==> config.mk <==
export PLATFORM = sky130hd
export DESIGN_NAME = pulse_count_sync_trigger
export DESIGN_NICKNAME = d
export VERILOG_FILES = /design/src/rtl/pcst_pkg.sv /design/src/rtl/pcst_thresh.sv /design/src/rtl/pulse_count_sync_trigger.sv
export SDC_FILE = /design/constraint.sdc
export NUM_CORES = 1
export LEC_CHECK = 0
export ABC_AREA = 1
export ABC_CLOCK_PERIOD_IN_PS = 16750
export BUFFER_PORTS_ARGS = -buffer_cell sky130_fd_sc_hd__buf_2
export CAP_MARGIN = 25
export CORE_MARGIN = 2
export CORE_UTILIZATION = 65
export CTS_CLUSTER_SIZE = 25
export DETAILED_ROUTE_END_ITERATION = 7
export PLACE_DENSITY_LB_ADDON = 0.25
export SYNTH_ARGS = -nofsm -noshare
export SYNTH_HDL_FRONTEND = slang
export SYNTH_HIERARCHICAL = 1
export SYNTH_SLANG_ARGS = --single-unit
==> constraint.sdc <==
create_clock -name clk -period 16.75 [get_ports clk]
set_input_delay 5.025 -clock clk [delete_from_list [all_inputs] [get_ports clk]]
set_output_delay 5.025 -clock clk [all_outputs]
set_load 0.01 [all_outputs]
==> src/rtl/pcst_pkg.sv <==
package pcst_pkg;

  // Widths fixed by the register map and the item fields.
  localparam int GAP_BITS       = 8;
  localparam int THR_BITS       = 21;
  localparam int TICK_BITS      = 16;
  localparam int MODE_BITS      = 4;
  localparam int CFG_WDATA_BITS = 64;
  localparam int CFG_INDEX_BITS = 3;
  localparam int GAP_LO_BITS    = 64;
  localparam int GAP_HI_BITS    = 56;

  // Register indexes on the configuration port.
  localparam logic [CFG_INDEX_BITS-1:0] REG_RUN_ENABLE   = 3'd0;
  localparam logic [CFG_INDEX_BITS-1:0] REG_GAP_TABLE_LO = 3'd1;
  localparam logic [CFG_INDEX_BITS-1:0] REG_GAP_TABLE_HI = 3'd2;
  localparam logic [CFG_INDEX_BITS-1:0] REG_WAIT_TICKS   = 3'd3;
  localparam logic [CFG_INDEX_BITS-1:0] REG_DELAY_TICKS  = 3'd4;
  localparam logic [CFG_INDEX_BITS-1:0] REG_PULSE_TICKS  = 3'd5;

  // Phase codes.
  localparam logic [1:0] PH_COUNT = 2'd0;
  localparam logic [1:0] PH_WAIT  = 2'd1;
  localparam logic [1:0] PH_DELAY = 2'd2;
  localparam logic [1:0] PH_PULSE = 2'd3;

  // Mode numbers that split the gap table between its two registers.
  localparam logic [MODE_BITS-1:0] MODE_FIRST_LO = 4'd1;
  localparam logic [MODE_BITS-1:0] MODE_FIRST_HI = 4'd9;

  typedef struct packed {
    logic                 edge_a1;
    logic                 edge_a2;
    logic                 edge_b1;
    logic                 edge_b2;
    logic                 sync_edge;
    logic [MODE_BITS-1:0] mode_select;
  } in_t;

  typedef struct packed {
    logic       pulse_level;
    logic [1:0] phase;
    logic       fired;
    logic       sync_timeout;
  } out_t;

  // Threshold lookup result for one word.
  typedef struct packed {
    logic                mode_ok;
    logic [THR_BITS-1:0] thr;
  } thr_t;

endpackage

==> src/rtl/pcst_thresh.sv <==
module pcst_thresh #(
  parameter int MODE_COUNT = 15
) (
  input  logic [pcst_pkg::MODE_BITS-1:0]   mode,
  input  logic [pcst_pkg::GAP_LO_BITS-1:0] gap_lo,
  input  logic [pcst_pkg::GAP_HI_BITS-1:0] gap_hi,
  output pcst_pkg::thr_t                   result
);

  logic [pcst_pkg::GAP_BITS-1:0]   gap;
  logic [2:0]                      lo_sel;
  logic [2:0]                      hi_sel;
  logic [2*pcst_pkg::GAP_BITS-1:0] gap_sq;

  // Pick the gap byte for the mode; modes 1 to 8 live in the low register.
  always_comb begin
    lo_sel = 3'(mode - pcst_pkg::MODE_FIRST_LO);
    hi_sel = 3'(mode - pcst_pkg::MODE_FIRST_HI);
    if (mode == '0) begin
      gap = '0;
    end else if (mode < pcst_pkg::MODE_FIRST_HI) begin
      gap = gap_lo[{lo_sel, 3'b000} +: pcst_pkg::GAP_BITS];
    end else if (hi_sel == 3'd7) begin
      gap = '0;
    end else begin
      gap = gap_hi[{hi_sel, 3'b000} +: pcst_pkg::GAP_BITS];
    end
  end

  // Threshold is gap squared times 25, formed as 16 + 8 + 1 times the square.
  always_comb begin
    gap_sq = 16'(gap) * 16'(gap);
    result.thr = (pcst_pkg::THR_BITS'(gap_sq) << 4) + (pcst_pkg::THR_BITS'(gap_sq) << 3)
                 + pcst_pkg::THR_BITS'(gap_sq);
    result.mode_ok = (mode != '0) && (mode <= pcst_pkg::MODE_BITS'(MODE_COUNT));
  end

endmodule

==> src/rtl/pulse_count_sync_trigger.sv <==
// An accepted word passes through the input register and then the result register.
// One word per cycle unless the result stalls; compare and phase update are combinational.
// An input register and a result register part the two channels: while a result waits,
// the input register takes one more word and the input then stalls until the result goes.
// Reset (rst, synchronous, active high) clears counters, the sync flag, the phase,
// the tick counter and all configuration registers, and empties both registers.
module pulse_count_sync_trigger #(
  parameter int COUNTER_BITS = 16,
  parameter int MODE_COUNT   = 15
) (
  input  logic                                 clk,
  input  logic                                 rst,
  input  logic                                 in_valid,
  output logic                                 in_ready,
  input  pcst_pkg::in_t                        in_data,
  output logic                                 out_valid,
  input  logic                                 out_ready,
  output pcst_pkg::out_t                       out_data,
  input  logic                                 cfg_write,
  input  logic [pcst_pkg::CFG_INDEX_BITS-1:0]  cfg_index,
  input  logic [pcst_pkg::CFG_WDATA_BITS-1:0]  cfg_wdata
);

  localparam int SUM_BITS = COUNTER_BITS + 1;
  localparam int EXT_BITS = (SUM_BITS > 11) ? SUM_BITS : 12;
  localparam int SQ_BITS  = 22;
  localparam int ACC_BITS = SQ_BITS + 1;

  // Configuration registers.
  logic                                 run_enable;
  logic [pcst_pkg::GAP_LO_BITS-1:0]     gap_table_lo;
  logic [pcst_pkg::GAP_HI_BITS-1:0]     gap_table_hi;
  logic [pcst_pkg::TICK_BITS-1:0]       wait_ticks;
  logic [pcst_pkg::TICK_BITS-1:0]       delay_ticks;
  logic [pcst_pkg::TICK_BITS-1:0]       pulse_ticks;

  // Block state.
  logic [COUNTER_BITS-1:0]              count_a1, count_a2, count_b1, count_b2;
  logic [COUNTER_BITS-1:0]              count_a1_next, count_a2_next;
  logic [COUNTER_BITS-1:0]              count_b1_next, count_b2_next;
  logic                                 sync_pending, sync_pending_next;
  logic [1:0]                           phase_reg, phase_next;
  logic [pcst_pkg::TICK_BITS-1:0]       ticks_left, ticks_left_next;

  // Input register.
  logic                                 s1_valid;
  pcst_pkg::in_t                        s1_item;
  pcst_pkg::thr_t                       s1_thr;
  pcst_pkg::thr_t                       thr_in;
  logic                                 advance;

  // Step logic.
  logic [COUNTER_BITS-1:0]              a1_inc, a2_inc, b1_inc, b2_inc;
  logic                                 sync_now;
  logic [SUM_BITS-1:0]                  sum_a, sum_b;
  logic [EXT_BITS-1:0]                  ext_a, ext_b;
  logic [10:0]                          low_a, low_b;
  logic [SQ_BITS-1:0]                   sq_a, sq_b;
  logic [ACC_BITS-1:0]                  sq_sum;
  logic                                 reached;
  logic [pcst_pkg::TICK_BITS-1:0]       ticks_dec;
  logic [1:0]                           pulse_phase;
  logic [pcst_pkg::TICK_BITS-1:0]       pulse_load;
  logic [1:0]                           delay_phase;
  logic [pcst_pkg::TICK_BITS-1:0]       delay_load;
  logic                                 fired, timeout;

  // Threshold for the incoming word, worked out before the word is registered.
  pcst_thresh #(
    .MODE_COUNT (MODE_COUNT)
  ) u_thresh (
    .mode   (in_data.mode_select),
    .gap_lo (gap_table_lo),
    .gap_hi (gap_table_hi),
    .result (thr_in)
  );

  // Handshake: the input register moves on whenever the result register is free.
  assign advance  = s1_valid && (!out_valid || out_ready);
  assign in_ready = !s1_valid || advance;

  always_ff @(posedge clk) begin
    if (rst) begin
      s1_valid <= 1'b0;
    end else if (in_valid && in_ready) begin
      s1_valid <= 1'b1;
    end else if (advance) begin
      s1_valid <= 1'b0;
    end
    if (in_valid && in_ready) begin
      s1_item <= in_data;
      s1_thr  <= thr_in;
    end
  end

  // Counters take this word's edges, and the sync flag its edge, before the phase logic.
  always_comb begin
    a1_inc   = count_a1 + COUNTER_BITS'(s1_item.edge_a1);
    a2_inc   = count_a2 + COUNTER_BITS'(s1_item.edge_a2);
    b1_inc   = count_b1 + COUNTER_BITS'(s1_item.edge_b1);
    b2_inc   = count_b2 + COUNTER_BITS'(s1_item.edge_b2);
    sync_now = sync_pending | s1_item.sync_edge;
    sum_a    = SUM_BITS'(a1_inc) + SUM_BITS'(a2_inc);
    sum_b    = SUM_BITS'(b1_inc) + SUM_BITS'(b2_inc);
  end

  // Exact compare: a sum above 2047 always clears the threshold, else square and add.
  always_comb begin
    ext_a   = EXT_BITS'(sum_a);
    ext_b   = EXT_BITS'(sum_b);
    low_a   = ext_a[10:0];
    low_b   = ext_b[10:0];
    sq_a    = SQ_BITS'(low_a) * SQ_BITS'(low_a);
    sq_b    = SQ_BITS'(low_b) * SQ_BITS'(low_b);
    sq_sum  = ACC_BITS'(sq_a) + ACC_BITS'(sq_b);
    reached = (|ext_a[EXT_BITS-1:11]) || (|ext_b[EXT_BITS-1:11])
              || (sq_sum >= ACC_BITS'(s1_thr.thr));
  end

  // Entry into pulsing and delaying, each skipped when its length is zero.
  always_comb begin
    if (pulse_ticks == '0) begin
      pulse_phase = pcst_pkg::PH_COUNT;
      pulse_load  = '0;
    end else begin
      pulse_phase = pcst_pkg::PH_PULSE;
      pulse_load  = pulse_ticks;
    end
    if (delay_ticks == '0) begin
      delay_phase = pulse_phase;
      delay_load  = pulse_load;
    end else begin
      delay_phase = pcst_pkg::PH_DELAY;
      delay_load  = delay_ticks;
    end
  end

  // Phase sequencer.
  always_comb begin
    count_a1_next     = a1_inc;
    count_a2_next     = a2_inc;
    count_b1_next     = b1_inc;
    count_b2_next     = b2_inc;
    sync_pending_next = sync_now;
    phase_next        = phase_reg;
    ticks_dec         = ticks_left - 1'b1;
    ticks_left_next   = ticks_left;
    fired             = 1'b0;
    timeout           = 1'b0;
    unique case (phase_reg)
      pcst_pkg::PH_COUNT: begin
        if (run_enable && s1_thr.mode_ok && reached) begin
          fired         = 1'b1;
          count_a1_next = '0;
          count_a2_next = '0;
          count_b1_next = '0;
          count_b2_next = '0;
          if (wait_ticks == '0) begin
            phase_next      = delay_phase;
            ticks_left_next = delay_load;
          end else begin
            phase_next      = pcst_pkg::PH_WAIT;
            ticks_left_next = wait_ticks;
          end
        end
      end
      pcst_pkg::PH_WAIT: begin
        if (sync_now) begin
          sync_pending_next = 1'b0;
          phase_next        = delay_phase;
          ticks_left_next   = delay_load;
        end else begin
          ticks_left_next = ticks_dec;
          if (ticks_dec == '0) begin
            timeout    = 1'b1;
            phase_next = pcst_pkg::PH_COUNT;
          end
        end
      end
      pcst_pkg::PH_DELAY: begin
        ticks_left_next = ticks_dec;
        if (ticks_dec == '0) begin
          phase_next      = pulse_phase;
          ticks_left_next = pulse_load;
        end
      end
      pcst_pkg::PH_PULSE: begin
        ticks_left_next = ticks_dec;
        if (ticks_dec == '0) begin
          phase_next = pcst_pkg::PH_COUNT;
        end
      end
    endcase
  end

  // State and configuration registers; a run_enable write clears the counters.
  always_ff @(posedge clk) begin
    if (rst) begin
      run_enable   <= 1'b0;
      gap_table_lo <= '0;
      gap_table_hi <= '0;
      wait_ticks   <= '0;
      delay_ticks  <= '0;
      pulse_ticks  <= '0;
      count_a1     <= '0;
      count_a2     <= '0;
      count_b1     <= '0;
      count_b2     <= '0;
      sync_pending <= 1'b0;
      phase_reg    <= pcst_pkg::PH_COUNT;
      ticks_left   <= '0;
    end else begin
      if (advance) begin
        count_a1     <= count_a1_next;
        count_a2     <= count_a2_next;
        count_b1     <= count_b1_next;
        count_b2     <= count_b2_next;
        sync_pending <= sync_pending_next;
        phase_reg    <= phase_next;
        ticks_left   <= ticks_left_next;
      end
      if (cfg_write) begin
        case (cfg_index)
          pcst_pkg::REG_RUN_ENABLE: begin
            run_enable <= cfg_wdata[0];
            count_a1   <= '0;
            count_a2   <= '0;
            count_b1   <= '0;
            count_b2   <= '0;
          end
          pcst_pkg::REG_GAP_TABLE_LO: gap_table_lo <= cfg_wdata;
          pcst_pkg::REG_GAP_TABLE_HI: gap_table_hi <= cfg_wdata[pcst_pkg::GAP_HI_BITS-1:0];
          pcst_pkg::REG_WAIT_TICKS:   wait_ticks   <= cfg_wdata[pcst_pkg::TICK_BITS-1:0];
          pcst_pkg::REG_DELAY_TICKS:  delay_ticks  <= cfg_wdata[pcst_pkg::TICK_BITS-1:0];
          pcst_pkg::REG_PULSE_TICKS:  pulse_ticks  <= cfg_wdata[pcst_pkg::TICK_BITS-1:0];
          default: ;
        endcase
      end
    end
  end

  // Result register.
  always_ff @(posedge clk) begin
    if (rst) begin
      out_valid <= 1'b0;
    end else if (advance) begin
      out_valid <= 1'b1;
    end else if (out_ready) begin
      out_valid <= 1'b0;
    end
    if (advance) begin
      out_data.pulse_level  <= (phase_next == pcst_pkg::PH_PULSE);
      out_data.phase        <= phase_next;
      out_data.fired        <= fired;
      out_data.sync_timeout <= timeout;
    end
  end

endmodule

[After elaboration in Yosys (flattened, before gate mapping)]
Cells that the tools add are included.
Operators by class
  reductions and logical operators: 31
  shifts and indexed selects: 2
  order comparisons: 3
  eq/ne operators: 11
  multiplexer cells: 45
  multiply operators: 3
  bitwise gates (word level): 2
  add/subtract/negate cells: 12
Operators by type and width (count)
  $mux 16: 26
  $add 16x1->16: 4
  $logic_not 16->1: 4
  $pmux 16 s4: 1
  $shiftx 64x7->8: 1
  $shiftx 56x7->8: 1
  $mul 11x11->22: 2
  $add 16x16->17: 2
  $mux 8: 3
  $add 22x22->23: 1
  $ge 23x21->1: 1
  $add 20x19->21: 1
  $add 21x16->21: 1
  $mul 8x8->16: 1
  $sub 16x1->16 const B: 1
  $mux 2: 7
  $reduce_and 2->1: 7
  $reduce_or 6->1: 2
  $eq 3x3->1 const B: 3
  $pmux 2 s4: 1
  $mux 1: 7
  $eq 2x2->1 const B: 3
  $eq 3x2->1 const B: 2
  $sub 3x1->3 const B: 2
  other kinds (16): 25
Storage, ports and cells
  bits of input ports: 81
  logic and storage cells: 135
  flip-flop bits (word level): 286
  output and inout bits: 7

[Depth between registers and ports, before layout]
  word-level depth: 12
  depth in mapped cells: 63
  gate-level depth less buffers: 62

[Hierarchy]
The synthesis kept the hierarchy.
By module, submodules not included
  pulse_count_sync_trigger: cells an instance 2963, instances 1, sequential area each 6045.8 um2, area each 21883.5 um2
  pcst_thresh: cells an instance 707, instances 1, sequential area each 0.0 um2, area each 4336.7 um2

[Worst setup path before layout]
OpenSTA, ideal clock, no wires.
  path type: in2reg
  from: input port in_data[0] in the netlist's numbering
  to: register s1_thr[14] in the netlist's numbering, data pin
  arrival: 11105 ps
  required time: 16491 ps
  slack: 5386 ps
  setup time: 259 ps
  cell stages on the path: 32
  buffers on the path: 4
  cells stage by stage: inv_2 -> buf_6 -> buf_6 -> ha_1 -> buf_6 -> nor2_2 -> buf_2 -> a21oi_1 -> o21ai_0 -> nand3_1 -> nand2_2 -> nand2_4 -> nor2_1 -> fa_1 -> fa_1 -> fa_1 -> fa_1 -> ha_1 -> a21oi_1 -> nor2_1 -> nor2_1 -> nand2_1 -> a21oi_1 -> xor2_1 -> fa_1 -> inv_1 -> ha_1 -> a21o_1 -> o21bai_1 -> a21oi_1 -> nand2_1 -> xor2_1
RTL lines
  start: declaration: RTL line pulse_count_sync_trigger.sv:15  | input pcst_pkg::in_t in_data,
  end signal: assignment: RTL line pulse_count_sync_trigger.sv:92  | s1_thr <= thr_in;
  end: declaration: RTL line pulse_count_sync_trigger.sv:48  | pcst_pkg::thr_t s1_thr;

==> reports/results.ini <==
[detailed_routing]
first_iter_violations = 1876
via_per_inst = 5.66
routed_wl_um = 67300
firstDrtPassIters = 6
via_count = 24000
avgRoutedWirePerCell_um = 15.9
ant_nets = 0
drc = 0

[setup_path]
critPathSlowestCell = ha_1
crit_path_max_incr_delay_ns = 0.75
worstSetupPathType = in2reg
endpoint_kind = register
start_kind = input port
worstPathArrival_ns = 12.81
cp_max_fo = 56
cp_common_cell = nand2_1
rrSetupSlack_ns = 4.95
crit_required_ns = 17.08

[clock_network]
cts_buffer_depth = 3
postCtsHoldBufs = 0
clk_latency_ns = 0.61
ctsRootBufferMaster = clkbuf_16
cts_buffers = 30
cts_tree = yes
cts_resized = 0
cts-htree-levels = 1
path_clk_slew_ns = 0.06
clock_sinks = 286
post-cts-setup-buffers = 0

[sta]
skew_ns = 0.0507
fin_tns_setup_ns = 0
fin_ws_ns = 4.27
finalSetupViolations = 0
rsz0062_at_grt = no
fmax_mhz = 80.1
fin_crit_ns = 12.48
drv_slew = 0
final_hold_viol_count = 0
finalCritPeriodShare_pct = 74.5
worst_pin_slew_ns = 1.00
hold_slack_ns = 0.470
slew_headroom_pct = 33.1

[grt]
grtUsageTotal_pct = 32.5
grt_pass1_vias = 23400
grt_overflow = 0
antenna_found_initial = 3
grt_pass1_wl_um = 112000
grt_max_degree = 123

[die]
start_util_pct = 66.0
die_w_um = 205
fp.coreArea_mm2 = 0.0397
ioPinCount = 88
row_count = 73
chipHeight_um = 205
die-area_mm2 = 0.0420

[yosys]
synth_seq_cells = 286
synth_seq_area_share_pct = 23.1
ys_async_sr_fraction_pct = 0
synthCells = 3670
synth.avg_cell_area_um2 = 7.14
yosysUniqueCellTypes = 49
mappedNetlistArea_mm2 = 0.0262
synth_edf_count = 32
yosysWarnings = 6
ys.flop_type = dfxtp_1
synth_fp_nets = 4162

[finish]
top_regs = gap_table_lo (64), gap_table_hi (56), s1_thr (22)
drive_above_1_share_pct = 6.61
top_register = gap_table_lo
design_area_mm2 = 0.0279
fin_util_pct = 70.2
syn_to_final_growth_pct = 6.38
stdcell_count = 4236
largest_register_ffs = 64
nets = 4176
nFillCells = 3380

[power]
power.share.switching_pct = 46.3
ir_drop_v = 0.000196
p_leak_nw = 14.2
switching_power_mw = 1.77
clockPowerShare_pct = 17.7
internal_power_mw = 2.06
p_seq_share_pct = 22.0
combPwrFrac_pct = 60.3
power.density_mw_per_mm2 = 137
power_mw = 3.82

[place]
dpl_cell_area_mm2 = 0.0268
portBuffers = 87
finalWeightedCongestion = 0.915
dp_hpwl_um = 51800
place_inst = 4174
pre_cts_slack_ns = 3.83

[job]
drv_cap = 0

[outcome]
status = finished clean

[min_path]
hp-class = reg2reg

[power by group through the flow]
stage	logic, mW	clock network, mW	registers (mW)
floorplan	1.74	0	0.848
global placement	2.23	0	0.857
detailed placement	2.28	0	0.858
CTS	2.30	0.684	0.843
global route	2.64	0.715	0.848
finish	2.31	0.676	0.843
[final timing paths]
check,from,to,cells past startpoint
min,sync_pending,sync_pending,2
max reg2reg,s1_item[6],count_b1[8],55
max,in_data[0],s1_thr[17],36
min reg2reg,sync_pending,sync_pending,2
[cells in the mapped netlist, types with 2 or more instances]
| library cell | n | area share (%) |
|---|---|---|
| o21ai_2 | 2 | 0.067 |
| ha_1 | 208 | 9.9 |
| fa_1 | 203 | 15 |
| o21ai_0 | 290 | 5.5 |
| o21ai_1 | 13 | 0.25 |
| clkinv_1 | 11 | 0.16 |
| xnor2_1 | 34 | 1.1 |
| nand2_2 | 28 | 0.67 |
| nor2_2 | 8 | 0.19 |
| or2_2 | 3 | 0.072 |
| nand2_1 | 654 | 9.4 |
| nor2_1 | 500 | 7.2 |
| nand3_1 | 199 | 3.8 |
| xor2_1 | 76 | 2.5 |
| buf_1 | 2 | 0.029 |
| buf_2 | 11 | 0.21 |
| inv_2 | 13 | 0.19 |
| nand4_1 | 33 | 0.79 |
| inv_1 | 623 | 8.9 |
| nor2_8 | 2 | 0.15 |
| nand2_4 | 7 | 0.30 |
| edfxtp_1 | 32 | 3.7 |
| a22oi_1 | 6 | 0.17 |
| nand3_2 | 10 | 0.38 |
| a21boi_0 | 6 | 0.17 |
| o21a_1 | 3 | 0.086 |
| nand3b_1 | 4 | 0.11 |
| o211ai_1 | 11 | 0.31 |
| buf_6 | 16 | 0.69 |
| nor4_1 | 10 | 0.24 |
| clkbuf_1 | 86 | 1.2 |
| buf_4 | 7 | 0.20 |
| o21bai_1 | 7 | 0.20 |
| a21oi_1 | 232 | 4.4 |
| dfxtp_1 | 254 | 19 |
| buf_8 | 2 | 0.11 |
| a31oi_1 | 9 | 0.21 |
| a21o_1 | 10 | 0.29 |
| nor3_1 | 28 | 0.53 |
| nor2_4 | 3 | 0.13 |
| a211oi_1 | 4 | 0.11 |
| o22ai_1 | 3 | 0.072 |
[critical path, delay by kind of cell]
family	cells	cell delay (ns)
and+or+nand+nor	13	1.48
xor gates and xnor gates	2	0.58
buffers and inverters	9	1.48
AOI/OAI and AO/OA	5	0.73
adders and majority gates	7	3.49
[per-layer routing]
metal,global-route usage (%),routed length (µm)
met1,41.0,27700
met2,57.3,32700
met3,3.80,4420
met4,11.7,2530
met5,0,0
[cell usage in the layout (no fill, tap or decap), types with 87 or more instances in the layout]
cell type,n
ha_1,208
a21oi_1,232
buf_2,87
nand2_1,654
dfxtp_1,254
inv_1,621
fa_1,203
nor2_1,498
nand3_1,199
o21ai_0,290
[cell type report]
cell class	instances	area [µm²]	area share, %
clock inverters	11	90.1	0.323
multi-input cells	2613	17100	61.4
well taps	525	657	2.36
diodes	3	7.51	0.0269
inverters	647	2430	8.72
flip-flops and latches	286	6050	21.7
clock buffers	45	928	3.33
repair buffers	106	618	2.22
[kinds of logic (layout without fill, tap and decap cells)]
family                     after synthesis  count (layout)  share of synthesized area, %
buffers and inverters                  771             809                          11.7
adders and majority gates              411             411                          25.4
xor gates and xnor gates               110             110                          3.67
and+or+nand+nor                       1494            1494                          24.1
other                                    1               4                        0.0143
DFF                                    286             286                          23.1
AOI/OAI and AO/OA                      597             597                          11.9
No activity file was read; power rests on OpenSTA's default activity.
